==> config.mk <==
export PLATFORM = sky130hd
export DESIGN_NAME = line_id_prefix_standout_framer_flat
export DESIGN_NICKNAME = d
export VERILOG_FILES = /design/src/rtl/core/lipsf_pkg.sv /design/src/rtl/core/lipsf_in_if.sv /design/src/rtl/core/lipsf_out_if.sv /design/src/rtl/core/lipsf_cfg.sv /design/src/rtl/core/lipsf_front.sv /design/src/rtl/core/lipsf_queue.sv /design/src/rtl/core/lipsf_back.sv /design/src/rtl/core/line_id_prefix_standout_framer.sv /design/src/flat_wrapper.sv
export SDC_FILE = /design/constraint.sdc
export NUM_CORES = 1
export LEC_CHECK = 0
export BUFFER_PORTS_ARGS = -buffer_cell sky130_fd_sc_hd__clkbuf_2
export CELL_PAD_IN_SITES_DETAIL_PLACEMENT = 2
export CELL_PAD_IN_SITES_GLOBAL_PLACEMENT = 2
export CORE_ASPECT_RATIO = 1.1
export CORE_MARGIN = 3
export CORE_UTILIZATION = 38
export DETAILED_ROUTE_END_ITERATION = 8
export HOLD_SLACK_MARGIN = 0.02
export PLACE_DENSITY = 0.79
export SYNTH_ARGS = -nofsm -noshare
export SYNTH_HDL_FRONTEND = slang
export SYNTH_SLANG_ARGS = --single-unit
==> constraint.sdc <==
create_clock -name clk -period 4 [get_ports clk]
set_input_delay 0.4 -clock clk [delete_from_list [all_inputs] [get_ports clk]]
set_output_delay 0.4 -clock clk [all_outputs]
set_load 0.01 [all_outputs]
==> src/rtl/core/lipsf_pkg.sv <==
// Shared constants, types and helper functions for the line framer.
// No dependencies; every other file of the block imports this package.
package lipsf_pkg;

  // Field widths
  localparam int TextW = 8;
  localparam int IdW   = 6;

  // Character and line codes
  localparam logic [IdW-1:0]   NoLine    = 6'd63;
  localparam logic [TextW-1:0] Newline   = 8'h0A;
  localparam logic [TextW-1:0] Space     = 8'h20;
  localparam logic [TextW-1:0] ShiftOut  = 8'h0E;
  localparam logic [TextW-1:0] ShiftIn   = 8'h0F;
  localparam logic [TextW-1:0] StripMask = 8'h7F;
  localparam logic [TextW-1:0] DigitBase = 8'h30;  // '0'
  localparam logic [TextW-1:0] AlphaBase = 8'h57;  // 'a' - 10
  localparam logic [IdW-1:0]   FirstAlpha = 6'd10;

  // Configuration register map
  localparam int CfgAddrW = 4;
  localparam int CfgIdxW  = 2;
  localparam logic [CfgIdxW-1:0] RegStandoutMode = 2'd0;
  localparam logic [CfgIdxW-1:0] RegHighestId    = 2'd1;
  localparam logic [CfgIdxW-1:0] RegFallbackId   = 2'd2;

  localparam logic [IdW-1:0] HighestIdReset  = 6'd35;
  localparam logic [IdW-1:0] FallbackIdReset = 6'd1;

  // Queue between front and back
  localparam int QDepth = 4;
  localparam int QPtrW  = 2;
  localparam int QCntW  = 3;

  typedef struct packed {
    logic            standout_mode;
    logic [IdW-1:0]  highest_id;
    logic [IdW-1:0]  fallback_id;
  } cfg_t;

  // One classified word: which framing bytes precede the text byte
  typedef struct packed {
    logic              nl;       // close previous line first
    logic              pfx;      // id character and space
    logic [TextW-1:0]  id_chr;
    logic              sh;       // shift code present
    logic              sh_out;   // 1 = shift-out, 0 = shift-in
    logic [TextW-1:0]  chr;      // text byte after stripping
  } plan_t;

  function automatic logic [TextW-1:0] id_char(input logic [IdW-1:0] id);
    logic [TextW-1:0] wide_id;
    wide_id = {{(TextW-IdW){1'b0}}, id};
    if (id >= FirstAlpha) begin
      return AlphaBase + wide_id;
    end
    return DigitBase + wide_id;
  endfunction

endpackage

==> src/rtl/core/lipsf_in_if.sv <==
// Input channel: one text word with its line id and message start flag.
// Depends on lipsf_pkg.
interface lipsf_in_if;
  import lipsf_pkg::*;

  logic              valid;
  logic              ready;
  logic [TextW-1:0]  text_byte;
  logic [IdW-1:0]    line_id;
  logic              message_start;

  modport source (output valid, text_byte, line_id, message_start, input ready);
  modport sink   (input valid, text_byte, line_id, message_start, output ready);
endinterface

==> src/rtl/core/lipsf_out_if.sv <==
// Output channel: one framed output word and its end-of-run flag.
// Depends on lipsf_pkg.
interface lipsf_out_if;
  import lipsf_pkg::*;

  logic              valid;
  logic              ready;
  logic [TextW-1:0]  out_byte;
  logic              last_of_run;

  modport source (output valid, out_byte, last_of_run, input ready);
  modport sink   (input valid, out_byte, last_of_run, output ready);
endinterface

==> src/rtl/core/lipsf_cfg.sv <==
// APB-style configuration registers: standout mode, highest id, fallback id.
// Depends on lipsf_pkg.
module lipsf_cfg (
  input  logic                           clk,
  input  logic                           rst,
  input  logic                           psel,
  input  logic                           penable,
  input  logic                           pwrite,
  input  logic [lipsf_pkg::CfgAddrW-1:0] paddr,
  input  logic [31:0]                    pwdata,
  output logic [31:0]                    prdata,
  output logic                           pready,
  output lipsf_pkg::cfg_t                cfg
);
  import lipsf_pkg::*;

  logic [CfgIdxW-1:0] idx;
  logic               wr;

  assign idx    = paddr[CfgAddrW-1:2];
  assign wr     = psel & penable & pwrite;
  assign pready = 1'b1;

  // Register writes
  always_ff @(posedge clk) begin
    if (rst) begin
      cfg.standout_mode <= 1'b0;
      cfg.highest_id    <= HighestIdReset;
      cfg.fallback_id   <= FallbackIdReset;
    end else if (wr) begin
      case (idx)
        RegStandoutMode: cfg.standout_mode <= pwdata[0];
        RegHighestId:    cfg.highest_id    <= pwdata[IdW-1:0];
        RegFallbackId:   cfg.fallback_id   <= pwdata[IdW-1:0];
        default: ;
      endcase
    end
  end

  // Read back
  always_comb begin
    case (idx)
      RegStandoutMode: prdata = {31'd0, cfg.standout_mode};
      RegHighestId:    prdata = {{(32-IdW){1'b0}}, cfg.highest_id};
      RegFallbackId:   prdata = {{(32-IdW){1'b0}}, cfg.fallback_id};
      default:         prdata = 32'd0;
    endcase
  end
endmodule

==> src/rtl/core/lipsf_front.sv <==
// Front end: accepts text words, tracks line and standout state and
// classifies each word into a framing plan. Depends on lipsf_pkg, lipsf_in_if.
module lipsf_front (
  input  logic                  clk,
  input  logic                  rst,
  input  lipsf_pkg::cfg_t       cfg,
  lipsf_in_if.sink              text_in,
  input  logic                  q_full,
  output logic                  q_push,
  output lipsf_pkg::plan_t      q_plan
);
  import lipsf_pkg::*;

  logic [IdW-1:0] open_line_id, open_line_id_next;
  logic           standout_active, standout_active_next;
  logic           accept;
  logic [IdW-1:0] eff_id;
  logic           sa_start;
  logic           nonzero;

  assign text_in.ready = ~q_full;
  assign accept        = text_in.valid & ~q_full;
  assign nonzero       = text_in.text_byte != '0;

  // Classification of the word against the current line state
  always_comb begin
    eff_id   = (text_in.line_id > cfg.highest_id) ? cfg.fallback_id : text_in.line_id;
    sa_start = text_in.message_start ? 1'b0 : standout_active;

    q_plan.nl     = (open_line_id != NoLine) && (open_line_id != eff_id);
    q_plan.pfx    = q_plan.nl || (open_line_id == NoLine);
    q_plan.id_chr = id_char(eff_id);
    q_plan.sh     = 1'b0;
    q_plan.sh_out = 1'b0;
    q_plan.chr    = text_in.text_byte;
    standout_active_next = sa_start;

    if (cfg.standout_mode) begin
      if (text_in.text_byte[TextW-1]) begin
        q_plan.sh            = ~sa_start;
        q_plan.sh_out        = 1'b1;
        q_plan.chr           = text_in.text_byte & StripMask;
        standout_active_next = 1'b1;
      end else if (sa_start) begin
        q_plan.sh            = 1'b1;
        standout_active_next = 1'b0;
      end
    end

    open_line_id_next = (q_plan.chr == Newline) ? NoLine : eff_id;
  end

  // A zero word only clears standout on message start
  assign q_push = accept & nonzero;

  always_ff @(posedge clk) begin
    if (rst) begin
      open_line_id    <= NoLine;
      standout_active <= 1'b0;
    end else if (accept) begin
      if (nonzero) begin
        open_line_id    <= open_line_id_next;
        standout_active <= standout_active_next;
      end else begin
        standout_active <= sa_start;
      end
    end
  end
endmodule

==> src/rtl/core/lipsf_queue.sv <==
// Short register queue of framing plans between front and back.
// Depends on lipsf_pkg.
module lipsf_queue (
  input  logic                  clk,
  input  logic                  rst,
  input  logic                  push,
  input  lipsf_pkg::plan_t      push_plan,
  output logic                  full,
  input  logic                  pop,
  output lipsf_pkg::plan_t      head,
  output logic                  empty
);
  import lipsf_pkg::*;

  plan_t            slots [QDepth];
  logic [QPtrW-1:0] wr_ptr, rd_ptr;
  logic [QCntW-1:0] count;

  assign full  = count == QCntW'(QDepth);
  assign empty = count == '0;
  assign head  = slots[rd_ptr];

  // Storage
  always_ff @(posedge clk) begin
    if (push) begin
      slots[wr_ptr] <= push_plan;
    end
  end

  // Pointers and fill count
  always_ff @(posedge clk) begin
    if (rst) begin
      wr_ptr <= '0;
      rd_ptr <= '0;
      count  <= '0;
    end else begin
      if (push) wr_ptr <= wr_ptr + 1'b1;
      if (pop)  rd_ptr <= rd_ptr + 1'b1;
      case ({push, pop})
        2'b10:   count <= count + 1'b1;
        2'b01:   count <= count - 1'b1;
        default: count <= count;
      endcase
    end
  end
endmodule

==> src/rtl/core/lipsf_back.sv <==
// Back end: walks the head plan and, via an output register, sends one
// output word a cycle unless stalled. Depends on lipsf_pkg, lipsf_out_if.
module lipsf_back (
  input  logic                  clk,
  input  logic                  rst,
  input  logic                  q_empty,
  input  lipsf_pkg::plan_t      head,
  output logic                  q_pop,
  lipsf_out_if.source           frame_out
);
  import lipsf_pkg::*;

  // done bits: newline, id character, space, shift code
  logic [3:0]       done, done_next;
  logic [3:0]       pend;
  logic             advance;
  logic [TextW-1:0] sel_byte;
  logic             sel_last;
  logic             out_v;
  logic [TextW-1:0] out_byte;
  logic             out_last;

  assign advance = ~q_empty & (~out_v | frame_out.ready);
  assign pend    = {head.sh & ~done[3], head.pfx & ~done[2],
                    head.pfx & ~done[1], head.nl & ~done[0]};

  // Pick the first framing byte still owed, else the text byte
  always_comb begin
    sel_last  = 1'b0;
    done_next = done;
    if (pend[0]) begin
      sel_byte     = Newline;
      done_next[0] = 1'b1;
    end else if (pend[1]) begin
      sel_byte     = head.id_chr;
      done_next[1] = 1'b1;
    end else if (pend[2]) begin
      sel_byte     = Space;
      done_next[2] = 1'b1;
    end else if (pend[3]) begin
      sel_byte     = head.sh_out ? ShiftOut : ShiftIn;
      done_next[3] = 1'b1;
    end else begin
      sel_byte  = head.chr;
      sel_last  = 1'b1;
      done_next = '0;
    end
  end

  assign q_pop = advance & sel_last;

  always_ff @(posedge clk) begin
    if (rst) begin
      out_v <= 1'b0;
      done  <= '0;
    end else begin
      if (advance) begin
        out_v <= 1'b1;
        done  <= done_next;
      end else if (frame_out.ready) begin
        out_v <= 1'b0;
      end
    end
  end

  // Output payload
  always_ff @(posedge clk) begin
    if (advance) begin
      out_byte <= sel_byte;
      out_last <= sel_last;
    end
  end

  assign frame_out.valid       = out_v;
  assign frame_out.out_byte    = out_byte;
  assign frame_out.last_of_run = out_last;
endmodule

==> src/rtl/core/line_id_prefix_standout_framer.sv <==
// Line framer with id prefix and standout shift codes; top level.
// Depends on lipsf_pkg, lipsf_in_if, lipsf_out_if and the lipsf_* modules.

// Each accepted text word yields one to five output words: a closing newline
// when the line id changes, the id character and a space at a line start, a
// shift code in standout mode when standout turns on or off, then the text
// byte, last_of_run marking the final one. The front end takes a word every
// cycle while its four-entry plan queue has room; the back end sends one
// output word per cycle while the output is ready, and that output stage sets
// the sustained rate. A zero text byte gives no output. Configuration is
// written over the APB port at byte addresses 0, 4 and 8 while the block is
// idle; the user must keep to this, as the block does not enforce it.
module line_id_prefix_standout_framer (
  input  logic                           clk,
  input  logic                           rst,
  lipsf_in_if.sink                       text_in,
  lipsf_out_if.source                    frame_out,
  input  logic                           psel,
  input  logic                           penable,
  input  logic                           pwrite,
  input  logic [lipsf_pkg::CfgAddrW-1:0] paddr,
  input  logic [31:0]                    pwdata,
  output logic [31:0]                    prdata,
  output logic                           pready
);
  import lipsf_pkg::*;

  cfg_t  cfg;
  plan_t push_plan;
  plan_t head;
  logic  push, pop, full, empty;

  lipsf_cfg u_cfg (
    .clk     (clk),
    .rst     (rst),
    .psel    (psel),
    .penable (penable),
    .pwrite  (pwrite),
    .paddr   (paddr),
    .pwdata  (pwdata),
    .prdata  (prdata),
    .pready  (pready),
    .cfg     (cfg)
  );

  lipsf_front u_front (
    .clk     (clk),
    .rst     (rst),
    .cfg     (cfg),
    .text_in (text_in),
    .q_full  (full),
    .q_push  (push),
    .q_plan  (push_plan)
  );

  lipsf_queue u_queue (
    .clk       (clk),
    .rst       (rst),
    .push      (push),
    .push_plan (push_plan),
    .full      (full),
    .pop       (pop),
    .head      (head),
    .empty     (empty)
  );

  lipsf_back u_back (
    .clk       (clk),
    .rst       (rst),
    .q_empty   (empty),
    .head      (head),
    .q_pop     (pop),
    .frame_out (frame_out)
  );
endmodule
==> src/flat_wrapper.sv <==
// flat-port wrapper written by rule: the top's interface ports become plain ports
module line_id_prefix_standout_framer_flat import lipsf_pkg::*;
  (clk, rst, psel, penable, pwrite, paddr, pwdata, prdata, pready, text_in_valid, text_in_text_byte, text_in_line_id, text_in_message_start, text_in_ready, frame_out_valid, frame_out_out_byte, frame_out_last_of_run, frame_out_ready);
  lipsf_in_if text_in_i ();
  lipsf_out_if frame_out_i ();
  input  logic clk;
  input  logic rst;
  input  logic psel;
  input  logic penable;
  input  logic pwrite;
  input  logic [lipsf_pkg::CfgAddrW-1:0] paddr;
  input  logic [31:0] pwdata;
  output logic [31:0] prdata;
  output logic pready;
  input wire logic [$bits(text_in_i.valid)-1:0] text_in_valid;
  input wire logic [$bits(text_in_i.text_byte)-1:0] text_in_text_byte;
  input wire logic [$bits(text_in_i.line_id)-1:0] text_in_line_id;
  input wire logic [$bits(text_in_i.message_start)-1:0] text_in_message_start;
  output wire logic [$bits(text_in_i.ready)-1:0] text_in_ready;
  output wire logic [$bits(frame_out_i.valid)-1:0] frame_out_valid;
  output wire logic [$bits(frame_out_i.out_byte)-1:0] frame_out_out_byte;
  output wire logic [$bits(frame_out_i.last_of_run)-1:0] frame_out_last_of_run;
  input wire logic [$bits(frame_out_i.ready)-1:0] frame_out_ready;
  assign text_in_i.valid = text_in_valid;
  assign text_in_i.text_byte = text_in_text_byte;
  assign text_in_i.line_id = text_in_line_id;
  assign text_in_i.message_start = text_in_message_start;
  assign text_in_ready = text_in_i.ready;
  assign frame_out_valid = frame_out_i.valid;
  assign frame_out_out_byte = frame_out_i.out_byte;
  assign frame_out_last_of_run = frame_out_i.last_of_run;
  assign frame_out_i.ready = frame_out_ready;
  line_id_prefix_standout_framer u_core (.clk(clk), .rst(rst), .text_in(text_in_i), .frame_out(frame_out_i), .psel(psel), .penable(penable), .pwrite(pwrite), .paddr(paddr), .pwdata(pwdata), .prdata(prdata), .pready(pready));
endmodule
# == Word level (Yosys, flattened, before mapping) ==
# Memory sizes are Yosys's and may differ from the RTL's. A register that Yosys moved wholly into a read port is not among the register bits.
# Index checks and enable logic that the tools add are counted.
# totals
ff_bits,41
ramBits,80
out_inout_bits,44
elab_cells,112
mem_count,1
# classes
n_addsub,6
n_lt_le_gt_ge,2
n_eq_ne,15
n_mux,36
n_bitwise,22
n_reduce_logical,15
# memory_table
name,depth,width,read_ports,rd_ports_with_merged_regs,write_ports,line,rtl
u_core.u_queue.slots,4,20,1,1,1,lipsf_queue.sv:15,plan_t slots [QDepth];
# op_table
operator,count
8-bit 2-to-1 mux,5
1-bit 2-to-1 mux,21
6-bit one-hot mux with 3 select lines,1
4-bit AND reduction,4
6-bit 2-to-1 mux,2
2-bit inequality test (second input constant),6
1-bit inverter,11
1-bit AND,10
10-bit 2-to-1 mux,1
9-bit 2-to-1 mux,1
7-bit by 6-bit adder with 8-bit output (first input constant),1
8-bit by 4-bit equality test with 1-bit output (second input constant),1
2-bit AND reduction,4
8-bit nonzero test,1
6-bit by 6-bit adder with 7-bit output (first input constant),1
6-bit equality test (second input constant),1
6-bit by 4-bit greater-or-equal comparator with 1-bit output (second input constant),1
6-bit > comparator,1
2-bit 2-to-1 mux,3
6-bit inequality test,1
6-bit inequality test (second input constant),1
3-bit one-hot mux with 2 select lines,1
2-bit by 1-bit adder with 2-bit output (second input constant),2
2-bit by 1-bit equality test with 1-bit output (second input constant),2
11 further kinds,13

# == Logic depth before layout (Yosys ltp) ==
# Gate-level depths: netlist of run 1.
# logic_depth
word_depth,9
mapped_depth,11
ltp_nobuf,11

# == Hierarchy ==
# Synthesis of run 1 repeated with hierarchy kept, for this count alone.
# unflattened
cells_unflattened,465
hier_area_um2,6049.6
# by_module_without_submodules
module,n_inst,cells_each,area_per_inst_um2,seq_area_each_um2
lipsf_queue,1,151,3319.4,2582.5
lipsf_front,1,154,1142.3,140.1
lipsf_cfg,1,94,862.1,260.2
lipsf_back,1,66,725.7,370.4

# == Worst setup path before layout of run 1 ==
# OpenSTA, ideal clock, no wires.
# synth_path
path_type,input -> register
from,input port text_in_line_id[4]
to,memory u_core.u_queue.slots[0][14] (netlist name) (data pin)
arrival_ns,2.664
setup_slack_ns,1.065
cell_stages,10
cell_sequence,ha_1 -> and4_1 -> and3_1 -> a31oi_4 -> mux2i_1 -> ha_1 -> o21ai_0 -> mux2i_1 -> nor2_1 -> xnor2_1
# synth_lines
element,line,rtl
start: declaration,flat_wrapper.sv:17,input wire logic [$bits(text_in_i.line_id)-1:0] text_in_line_id;
end: declaration,lipsf_queue.sv:15,

==> run_results.csv, run 1 <==
group,metric,value,unit
sta,finalCriticalPeriod,3.328,ns
global_route,antenna_found_initial,0,
yosys,synth_seq_cells,123,
clocking,post-cts-setup-buffers,0,
yosys,syn_avg_cell_area,12.82,sq um
worst_setup_path,cp_slowest_stage_delay,0.36,ns
job,cap_violations,0,
clocking,ctsResizeCount,0,
sta,fin_crit_sh,83.19,%
place,gp_congestion,0.7927,
route,routedWlPerCell,22.05,microns
yosys,synth_area_leader_cell,"edfxtp_1",
global_route,grt_pass1_vias,4336,
yosys,synth-edff-count,89,
clocking,h-tree-depth,4,
pwr,power.leakage,2.510,nW
sta,holdWs,0.2235,ns
worst_setup_path,crit_type,"register to register",
cells_and_area,nFillCells,1505,
sta,setup_violations,0,
die,die_w,124.7,microns
sta,fmax,300.5,MHz
global_route,grt_max_degree,34,
place,portBuffers,46,
clocking,cts_buffers,17,
place,hpwl,11040,microns
die,dieArea,17020,sq um
yosys,synth.yosys.seq_area_share,56.98,%
sta,finClkSkew,0.005863,ns
die,die_y,136.5,microns
sta,tightest_slew,1.186,ns
route,drtPass1Iterations,4,
cells_and_area,final-seq-area,3353,sq um
clocking,clockBufferDepth,2,
clocking,path_clk_slew,0.05,ns
worst_setup_path,worstPathCellList,"inv_1, ha_1, and4_1, o21ai_1, a31oi_4, mux2i_1, ha_1, o21ai_0, mux2i_1, buf_4, nor2_1, xnor2_1",
worst_setup_path,cp.arrival,3.52,ns
die,pin_count,102,
yosys,ys.warnings.count,0,
yosys,synth.area.top_cells,"edfxtp_1, dfxtp_1, mux4_2",
route,vias,3820,
cells_and_area,final_cell_mix,"edfxtp_1, clkbuf_2, nor2_1",
yosys,synthArstFlopShare,0,%
worst_setup_path,worstPathRequired,4.19,ns
yosys,synth_top_area_share,45.42,%
clocking,cts_tree,"yes",
yosys,ys_types,55,
sta,hold_viol,0,
worst_setup_path,critical-path-top-delay-family,"adder cells",
worst_setup_path,path_max_fanout,6,
die,rows,47,
min_path,min_path_type,"input pin to register",
pwr,power.density,500.9,nW/um^2
cells_and_area,drive_gt1_share,19.35,%
cells_and_area,final_net_count,586,
place,place_ws,0.5525,ns
sta,rsz0062_at_grt,"no",
status,status,"finished, final reports clean",
cells_and_area,area_growth,15.46,%
clocking,hold_buffers,0,
global_route,track_usage,19.60,%
yosys,netlist_area,5884,sq um
sta,relSlewSlack,20.92,%
global_route,grt_first_pass_wirelength,25320,microns
yosys,synth_ff_type,"edfxtp_1",
cells_and_area,layout_commonest_cell,"edfxtp_1",
route,via_per_inst,5.284,
clocking,worstSkewPairLatency,0.41,ns
sta,final_max_slew_viol_count,0,
worst_setup_path,start_kind,"register",
worst_setup_path,setup.worst_path.end_class,"register",
yosys,syn_inst,459,
route,wl,15950,microns
clocking,clock-root-buffer,"clkbuf_16",
global_route,grt_overflow,0,
clocking,cts.sinks,123,
route,drtIter0Drc,265,
worst_setup_path,cpMaxStageDelayCell,"mux2i_1",
cells_and_area,multi_input_area,2267,sq um
sta,layout_setup_ws,0.6724,ns
worst_setup_path,path_buf_inv,2,
cells_and_area,diodes,0,
route,drcViolationCount,0,
route,ant_nets,0,
sta,tns,0,ns
die,start_util,38.94,%
die,core,15110,sq um
pwr,ir_drop,0.3320,mV
where the power goes:
group          internal, mW  switching, mW
sequential             1.48         0.0403
clock                 0.938          0.537
combinational         0.149          0.260
routing by layer:
layer,vias up,GRT usage (%),part of all wire [%]
li1,1739,-,-
met1,1965,22.17,40
met2,97,36.12,56
met3,19,4.450,3.0
met4,0,7.613,1.7
met5,-,0,0
kinds of logic after synthesis:
kind of cell	after synthesis	share of synthesized area, %
AND/OR/NAND/NOR	125	10.89
flip-flops	123	56.98
AO/OA/AOI/OAI	66	7.676
buffers and inverters	64	6.081
multiplexers	45	12.16
XOR/XNOR	20	2.977
adder cells (fa/ha/maj)	14	3.104
other	2	0.1276
metrics by stage:
stage               power, mW  area (sq um)  cells  utilization, %
finish                  3.403          6794    723           44.95
detailed placement      1.950          6231    691           41.23
global route            3.543          6794    723           44.95
global placement        1.910          6231    691           41.23
floorplan               1.807          5978    484               -
CTS                     3.432          6794    723           44.95
worst reg2reg max path: stages (launching register included):
cell	delay [ns]
dfxtp_1	0.33
inv_1	0.07
ha_1	0.32
and4_1	0.27
o21ai_1	0.20
a31oi_4	0.30
mux2i_1	0.37
ha_1	0.33
o21ai_0	0.15
mux2i_1	0.19
buf_4	0.19
nor2_1	0.07
xnor2_1	0.31
cells in the mapped netlist (2+ instances only):
library cell	instances
mux4_1	4
nor4_1	2
nor2b_1	16
o21ai_0	9
a22oi_1	6
a21oi_1	21
nand4_1	2
mux4_2	16
nor3b_2	2
a311oi_1	2
edfxtp_1	89
and2_1	8
nand3_1	5
buf_2	4
and3_1	2
or2_1	6
clkbuf_1	9
xnor2_1	16
nand2_1	19
conb_1	2
o21ai_1	6
buf_4	28
mux2i_1	25
a22o_1	6
nand2b_1	4
nor3_1	8
a211o_1	4
or3_1	2
dfxtp_1	34
inv_1	22
ha_1	13
xor2_1	4
nor2_1	41
worst paths after layout:
check | startpoint | to | slack (ns) | cells past startpoint
max | u_core.u_cfg.cfg[11] | u_core.u_queue.slots[1][14] | 0.67 | 12
min | pwdata[5] | u_core.u_cfg.cfg[11] | 0.22 | 2
max reg2reg | u_core.u_cfg.cfg[11] | u_core.u_queue.slots[1][14] | 0.67 | 12
min reg2reg | u_core.u_back.frame_out.valid | u_core.u_back.frame_out.valid | 0.48 | 2
flip-flops by register name (all words and copies together), names as in the netlist, named ones only:
signal	cells
u_core.u_back.frame_out.out_byte	8
u_core.u_back.frame_out.last_of_run	1
u_core.u_cfg.cfg	13
u_core.u_queue.rd_ptr	2
u_core.u_front.standout_active	1
u_core.u_queue.count	3
u_core.u_queue.wr_ptr	2
u_core.u_front.open_line_id	6
u_core.u_back.done	4
u_core.u_queue.slots	80
u_core.u_back.frame_out.valid	1
area by class of cell:
| type | count | area share, % |
|---|---|---|
| Clock buffer | 22 | 6.832 |
| Multi-Input combinational cell | 297 | 33.37 |
| Inverter | 22 | 1.215 |
| Sequential cell | 123 | 49.36 |
| Tap cell | 196 | 3.610 |
| Clock inverter | 10 | 1.455 |
| Timing Repair Buffer | 53 | 4.162 |
Note: power is estimated with default switching activity, not from simulation.
==> inputs of run 2 (changes only) <==
==> constraint.sdc (replaced) <==
create_clock -name clk -period 3.24 [get_ports clk]
set_input_delay 0.324 -clock clk [delete_from_list [all_inputs] [get_ports clk]]
set_output_delay 0.324 -clock clk [all_outputs]
set_load 0.01 [all_outputs]
==> run 2 against run 1 <==
Effect of this change: final cell count rose by 1.7%; first-iteration DRC count is 7.5% lower; cell area rose by 2.0%; combinational power grew 32%; fmax increased by 7.9%; register-to-register slack worse by 0.52 ns; largest power group is now the clock network; sequential power up 24%; highest routed layer unchanged; flip-flop and latch count unchanged.
==> run_results.csv, run 2 (synthesized netlist as in run 1, its figures left out) <==
group,metric,value,unit
sta,tightest_slew,1.184,ns
cells_and_area,final_net_count,598,
clocking,worstSkewPairLatency,0.42,ns
place,place_ws,-0.03186,ns
clocking,h-tree-depth,4,
sta,setup_violations,0,
route,vias,3853,
status,status,"finished, final reports clean",
pwr,power.leakage,2.594,nW
sta,rsz0062_at_grt,"yes",
sta,final_max_slew_viol_count,0,
cells_and_area,reg_top3,"u_core.u_queue.slots (80), u_core.u_cfg.cfg (13), u_core.u_back.frame_out.out_byte (8)",
worst_setup_path,cp.arrival,3.28,ns
clocking,cts_tree,"yes",
cells_and_area,largest_reg_flops,80,
cells_and_area,registers.top_by_ff_count,"u_core.u_queue.slots",
sta,finalCriticalPeriod,3.084,ns
global_route,track_usage,20.30,%
global_route,grt_first_pass_wirelength,25960,microns
route,drcViolationCount,0,
global_route,grt_overflow,0,
route,wl,16970,microns
worst_setup_path,cp_slowest_stage_delay,0.35,ns
cells_and_area,diodes,0,
cells_and_area,multi_input_area,2288,sq um
die,start_util,38.94,%
die,die_w,124.7,microns
sta,fmax,324.3,MHz
sta,layout_setup_ws,0.1564,ns
worst_setup_path,cpMaxStageDelayCell,"dfxtp_1",
worst_setup_path,path_max_fanout,7,
route,routedWlPerCell,23.09,microns
place,gp_congestion,0.8310,
worst_setup_path,worstPathRequired,3.44,ns
die,rows,47,
job,cap_violations,0,
cells_and_area,area_growth,17.75,%
clocking,cts.sinks,123,
worst_setup_path,crit_type,"register to register",
die,pin_count,102,
sta,tns,0,ns
clocking,path_clk_slew,0.05,ns
sta,holdWs,0.1420,ns
route,drtPass1Iterations,5,
cells_and_area,drive_gt1_share,22.45,%
cells_and_area,layout_commonest_cell,"edfxtp_1",
clocking,cts_buffers,17,
die,die_y,136.5,microns
route,ant_nets,0,
cells_and_area,final-seq-area,3354,sq um
pwr,power.density,622.6,nW/um^2
global_route,antenna_found_initial,0,
worst_setup_path,path_buf_inv,2,
cells_and_area,nFillCells,1500,
clocking,clockBufferDepth,2,
worst_setup_path,worstPathCellList,"inv_1, ha_1, and4_1, and3_1, a31oi_4, mux2i_2, ha_1, o21ai_0, mux2i_1, buf_4, mux2i_2",
route,via_per_inst,5.242,
pwr,ir_drop,0.3976,mV
sta,relSlewSlack,21.04,%
clocking,clock-root-buffer,"clkbuf_16",
cells_and_area,final_cell_mix,"edfxtp_1, clkbuf_2, nor2_1",
die,dieArea,17020,sq um
sta,finClkSkew,0.01127,ns
die,core,15110,sq um
sta,hold_viol,0,
global_route,grt_max_degree,34,
min_path,min_path_type,"input pin to register",
global_route,grt_pass1_vias,4287,
worst_setup_path,critical-path-top-delay-family,"multiplexers",
route,drtIter0Drc,245,
place,portBuffers,46,
clocking,hold_buffers,0,
worst_setup_path,setup.worst_path.end_class,"register",
worst_setup_path,start_kind,"register",
sta,fin_crit_sh,95.17,%
place,hpwl,11660,microns
## run 2: where the power goes
group          switching, mW  internal, mW  total (mW)  leakage [nW]
registers             0.0523          1.83        1.88          1.10
logic                  0.337         0.204       0.540          1.20
clock network          0.663          1.23        1.90         0.291
## run 2: what timing repair did
item	CTS	global route
setup endpoints to repair	0	29
resized for setup	0	7
buffers inserted	0	3
## run 2: metal layers
metal	up-vias	routed length [microns]	GRT usage (%)
met5	-	0	0
met4	0	259	7.613
met3	19	518	3.786
met2	83	9419	38.64
met1	1986	6775	22.58
li1	1765	-	-
## run 2: worst register-to-register path: stages (launching register included)
cell	delay, ns
dfxtp_1	0.35
inv_1	0.08
ha_1	0.29
and4_1	0.25
and3_1	0.23
a31oi_4	0.29
mux2i_2	0.34
ha_1	0.23
o21ai_0	0.10
mux2i_1	0.17
buf_4	0.20
mux2i_2	0.36
## run 2: cell type report
cell class	count	share of cell area, %
Multi-Input combinational cell	297	33.03
Clock buffer	21	6.645
Clock inverter	11	1.806
Tap cell	196	3.539
Inverter	22	1.192
Timing Repair Buffer	65	5.381
Sequential cell	123	48.41
## run 2: path summary, 6_finish.rpt
kind                                        from                        endpoint  slack [ns]  depth (start not counted)
setup / recovery            u_core.u_cfg.cfg[10]     u_core.u_queue.slots[0][15]        0.16                         11
hold / removal                         pwdata[5]            u_core.u_cfg.cfg[11]        0.14                          2
setup reg to reg            u_core.u_cfg.cfg[10]     u_core.u_queue.slots[0][15]        0.16                         11
hold reg to reg   u_core.u_front.standout_active  u_core.u_front.standout_active        0.49                          2
## run 2: stage by stage
step                      cells  total power [mW]  instance area, sq um  util [%]
after global routing        735             4.490                  6929     45.85
after global placement      700             2.372                  6299     41.68
after floorplan             484             2.230                  5978         -
final                       735             4.314                  6929     45.85
after detailed placement    700             2.429                  6299     41.68
after CTS                   732             4.339                  6884     45.55
==> inputs of run 3 (changes only) <==
==> constraint.sdc (replaced) <==
create_clock -name clk -period 3.5 [get_ports clk]
set_input_delay 0.35 -clock clk [delete_from_list [all_inputs] [get_ports clk]]
set_output_delay 0.35 -clock clk [all_outputs]
set_load 0.01 [all_outputs]
==> run 3 against run 2 <==
Effect of this change: worst hold slack better by 0.019 ns; combinational power is 12% lower; global-route usage is 1.4 points lower; first-iteration DRC count is 12% lower; critical endpoint is now u_core.u_queue.count[2].
==> run_results.csv, run 3 (synthesized netlist as in run 1, its figures left out) <==
group,metric,value,unit
status,status,"finished, final reports clean",
clocking,cts.sinks,123,
worst_setup_path,worstPathRequired,3.84,ns
cells_and_area,diodes,0,
worst_setup_path,path_max_fanout,6,
sta,setup_violations,0,
clocking,post-cts-setup-buffers,0,
global_route,grt_max_degree,34,
cells_and_area,layout_commonest_cell,"edfxtp_1",
clocking,clock-root-buffer,"clkbuf_16",
worst_setup_path,start_kind,"register",
global_route,grt_overflow,0,
min_path,min_path_type,"input pin to register",
route,drtPass1Iterations,4,
global_route,track_usage,18.86,%
cells_and_area,registers.top_by_ff_count,"u_core.u_queue.slots",
worst_setup_path,setup.worst_path.end_class,"register",
sta,rsz0062_at_grt,"no",
sta,tightest_slew,1.197,ns
global_route,antenna_found_initial,0,
die,pin_count,102,
cells_and_area,final_net_count,587,
sta,finClkSkew,0.006913,ns
pwr,power.density,591.4,nW/um^2
sta,finalCriticalPeriod,3.288,ns
route,drcViolationCount,0,
sta,holdWs,0.1610,ns
die,die_y,136.5,microns
sta,fin_crit_sh,93.95,%
die,die_w,124.7,microns
global_route,grt_first_pass_wirelength,24320,microns
die,rows,47,
sta,final_max_slew_viol_count,0,
worst_setup_path,cp.arrival,3.63,ns
route,ant_nets,0,
global_route,grt_pass1_vias,4197,
sta,relSlewSlack,20.23,%
clocking,clockBufferDepth,2,
cells_and_area,drive_gt1_share,21.40,%
route,wl,15360,microns
cells_and_area,final_cell_mix,"edfxtp_1, clkbuf_2, nor2_1",
min_path,holdPathStages,2,
route,drtIter0Drc,216,
sta,fmax,304.1,MHz
route,via_per_inst,5.233,
clocking,path_clk_slew,0.06,ns
cells_and_area,reg_top3,"u_core.u_queue.slots (80), u_core.u_cfg.cfg (13), u_core.u_back.frame_out.out_byte (8)",
die,dieArea,17020,sq um
place,hpwl,10600,microns
cells_and_area,largest_reg_flops,80,
route,routedWlPerCell,21.22,microns
cells_and_area,area_growth,16.99,%
route,vias,3789,
clocking,cts_buffers,17,
clocking,worstSkewPairLatency,0.42,ns
worst_setup_path,crit_type,"register to register",
sta,hold_viol,0,
job,cap_violations,0,
pwr,power,4.072,mW
place,gp_congestion,0.8242,
place,placed_area,6238,sq um
die,start_util,38.94,%
cells_and_area,final_cell_area,6884,sq um
pwr,ir_drop,0.4058,mV
place,portBuffers,46,
clocking,ctsResizeCount,0,
clocking,cts_tree,"yes",
die,core,15110,sq um
pwr,power.leakage,2.547,nW
worst_setup_path,r2r_cells,9,
clocking,hold_buffers,0,
clocking,h-tree-depth,4,
==> run 3: worst paths after layout <==
| check | startpoint | end | slack [ns] |
|---|---|---|---|
| max | register | u_core.u_queue.count[2] | 0.21 |
| min | pwdata[5] | u_core.u_cfg.cfg[11] | 0.16 |
| max reg2reg | register | u_core.u_queue.count[2] | 0.21 |
| min reg2reg | u_core.u_back.frame_out.valid | u_core.u_back.frame_out.valid | 0.49 |
==> run 3: critical path, cell delays in order (launching register included) <==
cell and delay, ns:
dfxtp_1 0.46, mux4_1 0.73, a22oi_4 0.31, and3b_1 0.36, ha_1 0.26, inv_1 0.07
fa_1 0.40, xor2_1 0.17, or3_1 0.31, a21oi_1 0.15
==> run 3: report_power, final <==
group,switching [mW],internal [mW]
combinational,0.297,0.177
clock,0.672,1.19
sequential,0.0456,1.69
total,1.01,3.06
==> run 3: layer usage <==
metal	track usage, %	wire [microns]	vias up
met4	6.151	204	0
li1	-	-	1743
met2	33.38	8270	83
met5	0	0	-
met1	23.31	6391	1949
met3	3.747	498	14
==> run 3: metrics by stage <==
step	util, %	setup slack, ns	setup TNS, ns	instances
CTS	45.40	0.1324	0	724
finish	45.55	0.2117	0	724
detailed placement	41.28	-0.01786	-0.07123	692
global route	45.55	0.008406	0	724
floorplan	-	0.6146	0	484
global placement	41.28	0.2242	0	692
==> run 3: area by class of cell <==
cell class	count	area, sq um
tap	196	245.2
clock buffer	17	425.4
timing repair buffer	54	290.3
sequential	123	3353
multi-input combinational	297	2290
clock inverter	15	197.7
fill	1483	8229
inverter	22	82.58
